### config.mk
export PLATFORM = sky130hd
export DESIGN_NAME = markup_stream_tokenizer_core_flat
export DESIGN_NICKNAME = d
export VERILOG_FILES = /design/src/design/mst_pkg.sv /design/src/design/mst_if.sv /design/src/design/mst_front.sv /design/src/design/mst_queue.sv /design/src/design/mst_back.sv /design/src/design/markup_stream_tokenizer_core.sv /design/src/flat_wrapper.sv
export SDC_FILE = /design/constraint.sdc
export NUM_CORES = 1
export LEC_CHECK = 0
export BUFFER_PORTS_ARGS = -buffer_cell sky130_fd_sc_hd__buf_2
export CORE_ASPECT_RATIO = 0.7
export CORE_MARGIN = 5
export CORE_UTILIZATION = 40
export DETAILED_ROUTE_END_ITERATION = 10
export GPL_TIMING_DRIVEN = 1
export MAX_ROUTING_LAYER = met4
export SYNTH_ARGS = -nofsm -noshare
export SYNTH_HDL_FRONTEND = slang
export SYNTH_SLANG_ARGS = --single-unit
### constraint.sdc
create_clock -name clock -period 12 [get_ports clock]
set_input_delay 3 -clock clock [delete_from_list [all_inputs] [get_ports clock]]
set_output_delay 3 -clock clock [all_outputs]
set_load 0.03 [all_outputs]
### src/design/mst_pkg.sv
// shared types and constants of the markup stream tokenizer
`timescale 1ns / 1ps
`default_nettype none

package mst_pkg;

   localparam int OFFSET_BITS_DEFAULT = 32;
   localparam int OUT_W = 32;
   localparam int QUEUE_DEPTH = 4;

   localparam logic [7:0] CHAR_LT = 8'h3C;
   localparam logic [7:0] CHAR_GT = 8'h3E;
   localparam logic [7:0] CHAR_DASH = 8'h2D;
   localparam logic [7:0] CHAR_DQUOTE = 8'h22;
   localparam logic [7:0] CHAR_SQUOTE = 8'h27;
   localparam logic [7:0] CHAR_SLASH = 8'h2F;
   localparam logic [7:0] CHAR_SPACE = 8'h20;
   localparam logic [7:0] CHAR_TAB = 8'h09;
   localparam logic [7:0] CHAR_CR = 8'h0D;

   typedef enum logic [1:0] {
      KIND_TEXT  = 2'd0,
      KIND_BEGIN = 2'd1,
      KIND_END   = 2'd2,
      KIND_EOD   = 2'd3
   } kind_type;

   typedef enum logic [6:0] {
      MODE_DATA  = 7'b0000001,
      MODE_TAG   = 7'b0000010,
      MODE_PSCOM = 7'b0000100,
      MODE_COM   = 7'b0001000,
      MODE_PECOM = 7'b0010000,
      MODE_SQ    = 7'b0100000,
      MODE_DQ    = 7'b1000000
   } mode_type;

   // all results caused by one byte, in output order text, tag, end of document
   typedef struct packed {
      logic             text_v;
      logic [OUT_W-1:0] text_start;
      logic [OUT_W-1:0] text_len;
      logic             tag_v;
      kind_type         tag_kind;
      logic [OUT_W-1:0] tag_start;
      logic [OUT_W-1:0] tag_len;
      logic             eod_v;
      logic [OUT_W-1:0] eod_start;
   } record_type;

   typedef struct packed {
      logic full;
      logic empty;
   } queue_status_type;

endpackage

`default_nettype wire

### src/design/mst_if.sv
// valid/ready channel interfaces for byte input and token output
`timescale 1ns / 1ps
`default_nettype none

interface mst_req_if;
   logic       valid;
   logic       ready;
   logic [7:0] data_byte;
   logic       end_of_document;

   modport source (output valid, output data_byte, output end_of_document, input ready);
   modport sink (input valid, input data_byte, input end_of_document, output ready);
endinterface

interface mst_rsp_if;
   logic        valid;
   logic        ready;
   logic [1:0]  element_kind;
   logic [31:0] start_offset;
   logic [31:0] element_length;
   logic        last_of_run;

   modport source (output valid, output element_kind, output start_offset,
                   output element_length, output last_of_run, input ready);
   modport sink (input valid, input element_kind, input start_offset,
                 input element_length, input last_of_run, output ready);
endinterface

`default_nettype wire

### src/design/mst_front.sv
// byte scanner: mode tracking and building of a result record for each byte that causes results
`timescale 1ns / 1ps
`default_nettype none

module mst_front
   import mst_pkg::*;
#(
   parameter int OFFSET_BITS = OFFSET_BITS_DEFAULT
) (
   input  wire logic             clock,
   input  wire logic             reset,
   mst_req_if.sink               req,
   input  wire queue_status_type status,
   output logic                  push_valid,
   output record_type            push_record
);

   localparam logic [OFFSET_BITS-1:0] POS_MAX = {OFFSET_BITS{1'b1}};

   mode_type               mode_ff, mode_in;
   logic [OFFSET_BITS-1:0] seg_ff, seg_in;
   logic [OFFSET_BITS-1:0] pos_ff, pos_in;
   logic                   sn_ff, sn_in;
   logic                   ct_ff, ct_in;

   logic                   accept;
   logic [7:0]             c;
   logic                   eod;
   logic [OFFSET_BITS-1:0] next;
   logic                   is_space;
   logic                   close;
   logic                   open_tag;
   logic                   tag_side;
   mode_type               mode_upd;
   logic                   sn_upd;
   logic                   ct_upd;
   logic                   ct_eff;
   logic [OFFSET_BITS-1:0] seg_eff;
   logic [OFFSET_BITS-1:0] text_end;
   logic                   text_v;
   logic                   tag_v;

   function automatic logic [OUT_W-1:0] to_out(input logic [OFFSET_BITS-1:0] v);
      logic [OFFSET_BITS+OUT_W-1:0] w;
      w = {{OUT_W{1'b0}}, v};
      return w[OUT_W-1:0];
   endfunction

   assign req.ready = !status.full;
   assign accept = req.valid && req.ready;
   assign c = req.data_byte;
   assign eod = req.end_of_document;

   assign next = (pos_ff == POS_MAX) ? pos_ff : pos_ff + 1'b1;
   assign is_space = (c == CHAR_SPACE) || ((c >= CHAR_TAB) && (c <= CHAR_CR));

   always_comb begin
      mode_upd = mode_ff;
      close = 1'b0;
      open_tag = 1'b0;
      tag_side = 1'b1;
      unique case (mode_ff)
         MODE_TAG: begin
            if (c == CHAR_GT) close = 1'b1;
            else if (c == CHAR_DASH) mode_upd = MODE_PSCOM;
            else if (c == CHAR_DQUOTE) mode_upd = MODE_DQ;
            else if (c == CHAR_SQUOTE) mode_upd = MODE_SQ;
         end
         MODE_PSCOM: begin
            if (c == CHAR_GT) close = 1'b1;
            else mode_upd = (c == CHAR_DASH) ? MODE_COM : MODE_TAG;
         end
         MODE_SQ: begin
            if (c == CHAR_GT) close = 1'b1;
            else if (c == CHAR_SQUOTE) mode_upd = MODE_TAG;
         end
         MODE_DQ: begin
            if (c == CHAR_GT) close = 1'b1;
            else if (c == CHAR_DQUOTE) mode_upd = MODE_TAG;
         end
         MODE_COM: begin
            if (c == CHAR_DASH) mode_upd = MODE_PECOM;
         end
         MODE_PECOM: begin
            if (c == CHAR_GT) close = 1'b1;
            else mode_upd = (c == CHAR_DASH) ? MODE_TAG : MODE_COM;
         end
         default: begin
            // data mode, and any code that cannot be reached
            tag_side = 1'b0;
            open_tag = (c == CHAR_LT);
         end
      endcase
   end

   // end tag detection: first non-space byte of the tag
   always_comb begin
      sn_upd = sn_ff;
      ct_upd = ct_ff;
      if (tag_side && !close && !sn_ff && !is_space) begin
         sn_upd = 1'b1;
         ct_upd = (c == CHAR_SLASH);
      end
   end

   assign ct_eff = open_tag ? 1'b0 : ct_upd;
   assign seg_eff = open_tag ? pos_ff : seg_ff;
   assign text_end = open_tag ? pos_ff : next;
   assign text_v = !tag_side && (open_tag || eod) && (text_end > seg_ff);
   assign tag_v = close || (eod && (tag_side || open_tag));

   always_comb begin
      push_record.text_v = text_v;
      push_record.text_start = to_out(seg_ff);
      push_record.text_len = to_out(text_end - seg_ff);
      push_record.tag_v = tag_v;
      push_record.tag_kind = ct_eff ? KIND_END : KIND_BEGIN;
      push_record.tag_start = to_out(seg_eff);
      push_record.tag_len = to_out((next > seg_eff) ? next - seg_eff : '0);
      push_record.eod_v = eod;
      push_record.eod_start = to_out(next);
   end

   assign push_valid = accept && (text_v || tag_v || eod);

   always_comb begin
      mode_in = mode_ff;
      seg_in = seg_ff;
      pos_in = pos_ff;
      sn_in = sn_ff;
      ct_in = ct_ff;
      if (accept) begin
         if (eod) begin
            mode_in = MODE_DATA;
            seg_in = '0;
            pos_in = '0;
            sn_in = 1'b0;
            ct_in = 1'b0;
         end else if (open_tag) begin
            mode_in = MODE_TAG;
            seg_in = pos_ff;
            pos_in = next;
            sn_in = 1'b0;
            ct_in = 1'b0;
         end else if (close) begin
            mode_in = MODE_DATA;
            seg_in = next;
            pos_in = next;
            sn_in = 1'b0;
            ct_in = 1'b0;
         end else begin
            mode_in = mode_upd;
            pos_in = next;
            sn_in = sn_upd;
            ct_in = ct_upd;
         end
      end
   end

   always_ff @(posedge clock) begin
      if (reset) begin
         mode_ff <= MODE_DATA;
         seg_ff <= '0;
         pos_ff <= '0;
         sn_ff <= 1'b0;
         ct_ff <= 1'b0;
      end else begin
         mode_ff <= mode_in;
         seg_ff <= seg_in;
         pos_ff <= pos_in;
         sn_ff <= sn_in;
         ct_ff <= ct_in;
      end
   end

   // a finished document leaves the scanner as after reset
   a_eod_restart: assert property (@(posedge clock) disable iff (reset)
      accept && eod |=> (mode_ff == MODE_DATA) && (pos_ff == '0) && (seg_ff == '0))
      else $error("scanner state not cleared after end of document");

   a_seg_behind_pos: assert property (@(posedge clock) disable iff (reset)
      seg_ff <= pos_ff)
      else $error("segment start ahead of byte position");

   a_pos_step: assert property (@(posedge clock) disable iff (reset)
      accept && !eod |=> (pos_ff == $past(pos_ff) + 1'b1) || (pos_ff == POS_MAX))
      else $error("byte position did not advance by one");

endmodule

`default_nettype wire

### src/design/mst_queue.sv
// short record queue between the scanner and the result serializer
`timescale 1ns / 1ps
`default_nettype none

module mst_queue
   import mst_pkg::*;
(
   input  wire logic        clock,
   input  wire logic        reset,
   input  wire logic        push_valid,
   input  wire record_type  push_record,
   input  wire logic        pop,
   output record_type       head,
   output queue_status_type status
);

   localparam int PTR_W = $clog2(QUEUE_DEPTH);
   localparam logic [PTR_W:0] FULL_COUNT = (PTR_W + 1)'(QUEUE_DEPTH);

   record_type         entries_ff [QUEUE_DEPTH];
   logic [PTR_W-1:0]   wr_ptr_ff, wr_ptr_in;
   logic [PTR_W-1:0]   rd_ptr_ff, rd_ptr_in;
   logic [PTR_W:0]     count_ff, count_in;

   assign status.full = (count_ff == FULL_COUNT);
   assign status.empty = (count_ff == '0);
   assign head = entries_ff[rd_ptr_ff];

   always_comb begin
      wr_ptr_in = push_valid ? wr_ptr_ff + 1'b1 : wr_ptr_ff;
      rd_ptr_in = pop ? rd_ptr_ff + 1'b1 : rd_ptr_ff;
      count_in = count_ff + {{PTR_W{1'b0}}, push_valid} - {{PTR_W{1'b0}}, pop};
   end

   always_ff @(posedge clock) begin
      if (push_valid) begin
         entries_ff[wr_ptr_ff] <= push_record;
      end
   end

   always_ff @(posedge clock) begin
      if (reset) begin
         wr_ptr_ff <= '0;
         rd_ptr_ff <= '0;
         count_ff <= '0;
      end else begin
         wr_ptr_ff <= wr_ptr_in;
         rd_ptr_ff <= rd_ptr_in;
         count_ff <= count_in;
      end
   end

endmodule

`default_nettype wire

### src/design/mst_back.sv
// result serializer: sends the results of each record one transaction at a time
`timescale 1ns / 1ps
`default_nettype none

module mst_back
   import mst_pkg::*;
(
   input  wire logic             clock,
   input  wire logic             reset,
   input  wire record_type       head,
   input  wire queue_status_type status,
   output logic                  pop,
   mst_rsp_if.source             rsp
);

   logic [2:0]       sent_ff, sent_in;
   logic             out_valid_ff, out_valid_in;
   kind_type         kind_ff, kind_in;
   logic [OUT_W-1:0] start_ff, start_in;
   logic [OUT_W-1:0] len_ff, len_in;
   logic             last_ff, last_in;

   logic [2:0]       remaining;
   logic [2:0]       lowest;
   logic             last;
   logic             load;

   // slot bits: text, tag, end of document
   assign remaining = {head.eod_v, head.tag_v, head.text_v} & ~sent_ff;
   assign lowest = remaining & (~remaining + 3'd1);
   assign last = ((remaining & ~lowest) == 3'b000);
   assign load = !status.empty && (!out_valid_ff || rsp.ready);
   assign pop = load && last;

   always_comb begin
      kind_in = kind_ff;
      start_in = start_ff;
      len_in = len_ff;
      last_in = last_ff;
      sent_in = sent_ff;
      out_valid_in = out_valid_ff && !rsp.ready;
      if (load) begin
         out_valid_in = 1'b1;
         last_in = last;
         sent_in = last ? 3'b000 : (sent_ff | lowest);
         if (lowest[0]) begin
            kind_in = KIND_TEXT;
            start_in = head.text_start;
            len_in = head.text_len;
         end else if (lowest[1]) begin
            kind_in = head.tag_kind;
            start_in = head.tag_start;
            len_in = head.tag_len;
         end else begin
            kind_in = KIND_EOD;
            start_in = head.eod_start;
            len_in = '0;
         end
      end
   end

   always_ff @(posedge clock) begin
      if (reset) begin
         sent_ff <= 3'b000;
         out_valid_ff <= 1'b0;
      end else begin
         sent_ff <= sent_in;
         out_valid_ff <= out_valid_in;
      end
   end

   always_ff @(posedge clock) begin
      kind_ff <= kind_in;
      start_ff <= start_in;
      len_ff <= len_in;
      last_ff <= last_in;
   end

   assign rsp.valid = out_valid_ff;
   assign rsp.element_kind = kind_ff;
   assign rsp.start_offset = start_ff;
   assign rsp.element_length = len_ff;
   assign rsp.last_of_run = last_ff;

   a_sent_cleared: assert property (@(posedge clock) disable iff (reset)
      pop |=> sent_ff == 3'b000)
      else $error("slot mask not cleared after record retired");

   a_partial_keeps_head: assert property (@(posedge clock) disable iff (reset)
      load && !last |=> !status.empty)
      else $error("record left the queue before all its results were sent");

endmodule

`default_nettype wire

### src/design/markup_stream_tokenizer_core.sv
// top level of the markup stream tokenizer
`timescale 1ns / 1ps
`default_nettype none

// Splits a markup byte stream into text runs, begin tags, end tags and an
// end of document marker. One byte is accepted per cycle: the scanner only
// updates its mode and position registers per byte. Every result that a byte
// causes (at most three) is sent as its own rsp transaction, from a
// four-record queue; a byte is held off only while that queue is full, which
// happens when the rsp side stalls or falls behind on bytes that cause
// several results. Each result is written to the queue and then to the
// registered rsp outputs. Offsets and lengths saturate at the largest
// OFFSET_BITS value and are reported as their low 32 bits. After the end of
// document byte the block starts a new document at offset zero.
module markup_stream_tokenizer_core
   import mst_pkg::*;
#(
   parameter int OFFSET_BITS = OFFSET_BITS_DEFAULT
) (
   input wire logic  clock,
   input wire logic  reset,
   mst_req_if.sink   req,
   mst_rsp_if.source rsp
);

   logic             push_valid;
   record_type       push_record;
   record_type       head;
   queue_status_type status;
   logic             pop;

   mst_front #(
      .OFFSET_BITS(OFFSET_BITS)
   ) u_front (
      .clock      (clock),
      .reset      (reset),
      .req        (req),
      .status     (status),
      .push_valid (push_valid),
      .push_record(push_record)
   );

   mst_queue u_queue (
      .clock      (clock),
      .reset      (reset),
      .push_valid (push_valid),
      .push_record(push_record),
      .pop        (pop),
      .head       (head),
      .status     (status)
   );

   mst_back u_back (
      .clock (clock),
      .reset (reset),
      .head  (head),
      .status(status),
      .pop   (pop),
      .rsp   (rsp)
   );

endmodule

`default_nettype wire

### src/flat_wrapper.sv
// flat-port wrapper written by rule: the top's interface ports become plain ports
module markup_stream_tokenizer_core_flat import mst_pkg::*;
#(
   parameter int OFFSET_BITS = OFFSET_BITS_DEFAULT
)
  (clock, reset, req_valid, req_data_byte, req_end_of_document, req_ready, rsp_valid, rsp_element_kind, rsp_start_offset, rsp_element_length, rsp_last_of_run, rsp_ready);
  mst_req_if req_i ();
  mst_rsp_if rsp_i ();
  input wire logic clock;
  input wire logic reset;
  input wire logic [$bits(req_i.valid)-1:0] req_valid;
  input wire logic [$bits(req_i.data_byte)-1:0] req_data_byte;
  input wire logic [$bits(req_i.end_of_document)-1:0] req_end_of_document;
  output wire logic [$bits(req_i.ready)-1:0] req_ready;
  output wire logic [$bits(rsp_i.valid)-1:0] rsp_valid;
  output wire logic [$bits(rsp_i.element_kind)-1:0] rsp_element_kind;
  output wire logic [$bits(rsp_i.start_offset)-1:0] rsp_start_offset;
  output wire logic [$bits(rsp_i.element_length)-1:0] rsp_element_length;
  output wire logic [$bits(rsp_i.last_of_run)-1:0] rsp_last_of_run;
  input wire logic [$bits(rsp_i.ready)-1:0] rsp_ready;
  assign req_i.valid = req_valid;
  assign req_i.data_byte = req_data_byte;
  assign req_i.end_of_document = req_end_of_document;
  assign req_ready = req_i.ready;
  assign rsp_valid = rsp_i.valid;
  assign rsp_element_kind = rsp_i.element_kind;
  assign rsp_start_offset = rsp_i.start_offset;
  assign rsp_element_length = rsp_i.element_length;
  assign rsp_last_of_run = rsp_i.last_of_run;
  assign rsp_i.ready = rsp_ready;
  markup_stream_tokenizer_core #(.OFFSET_BITS(OFFSET_BITS)) u_core (.clock(clock), .reset(reset), .req(req_i), .rsp(rsp_i));
endmodule
==> reports/metrics.cfg <==
[run_status]
run_status = completed

[sta]
post-route-worst-setup-slack_ns = 3.73
finClkSkew_ns = 0.0299
maxClockFrequency_ghz = 0.121
grt_setup_unrepaired = false
hold_viol_final = 0
timing_max_transition_violations_final = 0
timing.slew.headroom_pct = 22.2
layout_worst_path_cycle_share_pct = 68.9
fin_crit_ns = 8.27
setup_violations = 0
fin_tns_setup_ns = 0
timing_worst_slew_pin_value_ns = 1.16

[clock_tree]
cts_setup_buffers = 0
clock_tree.htree_level_count = 3
postCtsResizedCells = 0
cts_buffers = 80
numClockSinks = 813
cts-hold-fix-buffers = 0
clk_path_buf_depth = 3
cts_root_buffer = clkbuf_16
cts_tree = built
clock_insertion_delay_worst_skew_ns = 0.65
clk_slew_on_worst_s_h_paths_ns = 0.06

[job]
drv.max_cap_violation_count = 0

[synth]
syn-cell-area_um2 = 36000
total_of_flip_flops_plus_latches_after_synthesis = 813
ys_async_rst_share_pct = 0
seq_area_frac_synth_pct = 65.4
synthesis.instances = 2382
synthDistinctLibCells = 83
ys.warnings.count = 0
mean_cell_area_of_the_mapped_netlist_um2 = 15.1
yosys_most_used_dff = edfxtp_1
synth_fp_nets = 2469
edff_count_synth = 727

[setup_path]
critical_path_peak_fanout = 53
destination_of_the_worst_register_to_register_timing_path = u_core.u_queue.entries_ff[1][157]$_DFFE_PP_
count_of_cells_along_the_worst_register_to_register_path = 18
required_ns = 12.27
crit_arrival_ns = 8.54
worst_r2r_startpoint = u_core.u_front.pos_ff[0]$_SDFFE_PP0P_
worst_setup_path_start_kind = primary input
criticalPathCategory = primary input to flip-flop
r2r_setup_slack_ns = 5.34
end_kind = flip-flop

[final_layout]
n_fill_cell = 7755
area.growth.synth_to_final_pct = 11.8
layout.nets = 2531
layout-drive-gt1-share_pct = 17.4

[pwr]
vdd_drop_max_v = 0.000144
leakagePower_nw = 14.0
p_per_area_nw_per_um2 = 198

[routing]
drt_pass1_iterations = 7
post_drt_wl_per_cell_um = 24.5
ant_nets = 0
routed_wirelength_um = 90300
vias = 20926
drt-initial-drc-count = 2138
vias_per_cell = 5.68
drcViolationCount = 0

[global_routing]
antenna_found_initial = 6
grt_use_met2_pct = 26.4
gr-total-overflow = 0
globalRoute.busiestLayer = met1
grt_util_met1_pct = 28.3
grt_util_all_layers_pct = 19.2
met3_usage_pct = 5.29
maximum_number_of_pins_on_one_net_before_global_route_repair = 95
grt_pass1_wl_um = 134000
via_count_of_the_first_global_routing_pass = 20627

[placed_design]
detailedPlace.worstSlack_ns = 3.07
gpl.final_weighted_congestion = 0.939
place_hpwl_um = 59400
place.port_buffers = 81

[floorplanning]
dieWidth_um = 369
floorplan.rows = 92
floorplan.die_area_um2 = 96200
io-pin-count = 82
die_height_um = 261
fp.coreArea_um2 = 89700
initial_core_util_pct = 40.1

[min_path]
worstHoldEndpoint = u_core.u_back.rsp.valid$_SDFF_PP0_
min_path_type = flip-flop to flip-flop
min_delay_path_depth = 2
holdCritStartpoint = u_core.u_back.rsp.valid$_SDFF_PP0_

flip-flops by register name (all words and copies together) (netlist names), 2 cells and up, named ones only:
signal	cells
u_core.u_back.rsp.element_kind	2
u_core.u_back.rsp.element_length	32
u_core.u_back.rsp.start_offset	32
u_core.u_back.sent_ff	3
u_core.u_front.mode_ff	7
u_core.u_front.pos_ff	32
u_core.u_front.seg_ff	32
u_core.u_queue.count_ff	3
u_core.u_queue.entries_ff	660
u_core.u_queue.rd_ptr_ff	2
u_core.u_queue.wr_ptr_ff	2
cell families after synthesis:
kind of cell | after synthesis | synth area share [%]
AOI/OAI and AO/OA | 421 | 7.74
xor gates and xnor gates | 109 | 2.65
adders and majority gates | 75 | 2.66
buffers and inverters | 231 | 2.67
DFF | 813 | 65.4
muxes | 207 | 11.5
and+or+nand+nor | 526 | 7.32
report_power, final:
group          switching, mW  internal [mW]  total (mW)
sequential             0.117           3.48        3.59
clock                   1.08           1.44        2.52
combinational           1.15          0.706        1.86
worst max-delay path, stage by stage:
cell      delay, ns
buf_2          0.12
nor4b_1        0.30
nand2_1        0.13
nor3_1         0.20
buf_4          0.18
and2_2         0.57
buf_4          0.43
nor2_1         0.11
xor2_1         0.17
ha_1           0.39
and3_1         0.25
nand4_1        0.15
o211ai_1       0.20
a21oi_1        0.13
or2_2          0.34
a31oi_2        0.37
and2_4         0.85
buf_4          0.55
how the worst max path moves through the flow:
stage / startpoint / depth (start not counted) / endpoint
2_1_floorplan: req_data_byte[0] / 17 / u_core.u_queue.entries_ff[0][0]$_DFFE_PP_
3_3_place_gp: req_data_byte[0] / 18 / u_core.u_queue.entries_ff[1][159]$_DFFE_PP_
3_5_place_dp: req_data_byte[0] / 18 / u_core.u_queue.entries_ff[1][98]$_DFFE_PP_
4_1_cts: req_data_byte[0] / 18 / u_core.u_queue.entries_ff[1][97]$_DFFE_PP_
5_1_grt: req_data_byte[0] / 18 / u_core.u_queue.entries_ff[1][98]$_DFFE_PP_
6_report: req_data_byte[0] / 18 / u_core.u_queue.entries_ff[1][157]$_DFFE_PP_
layout make-up:
class	count	area, um^2	share of cell area, %
Sequential cell	813	23600	58.6
Multi-Input combinational cell	1338	11500	28.6
Clock buffer	97	2130	5.29
Tap cell	1175	1470	3.65
Timing Repair Buffer	115	711	1.77
Clock inverter	46	483	1.20
Inverter	96	360	0.896
Antenna cell	1	2.50	0.00622
per-stage QoR:
step / area [um^2] / hold slack, ns / std cells / power [mW] / util (%)
floorplan: 36000 / 0.441 / 2382 / 4.98 / -
global placement: 37600 / 0.468 / 3537 / 5.55 / 41.9
detailed placement: 37600 / 0.492 / 3537 / 5.57 / 41.9
CTS: 40200 / 0.506 / 3680 / 8.09 / 44.9
global route: 40200 / 0.524 / 3681 / 8.33 / 44.9
finish: 40200 / 0.505 / 3681 / 7.97 / 44.9
cell usage in the layout, fill, tap and decap left out, drive strengths merged, types with 86 or more instances in the layout:
cell type,n
edfxtp,727
mux4,165
nor2,164
nand2,133
buf,115
a21oi,99
o21ai,99
inv,97
clkbuf,97
dfxtp,86
synthesized netlist by cell type, drive strengths merged (20+ instances only):
cell | count | share of area [%]
edfxtp | 727 | 61
mux4 | 165 | 10
nor2 | 164 | 1.7
nand2 | 133 | 1.4
a21oi | 99 | 1.4
o21ai | 99 | 1.4
inv | 96 | 1.0
dfxtp | 86 | 4.8
clkbuf | 73 | 0.76
ha | 71 | 2.5
xnor2 | 64 | 1.6
a22o | 62 | 1.5
buf | 62 | 0.91
a21o | 52 | 1.1
xor2 | 45 | 1.1
mux2i | 39 | 1.1
nand3 | 36 | 0.60
nor3 | 36 | 0.51
nor2b | 22 | 0.39
and2 | 20 | 0.35
per-layer routing:
layer  vias up  wire length [um]
met2       734             38100
met3       128              7730
li1       9326                 -
met1     10738             42600
met5         -                 0
met4         0              1830
Note: power is estimated with default switching activity, not from simulation.
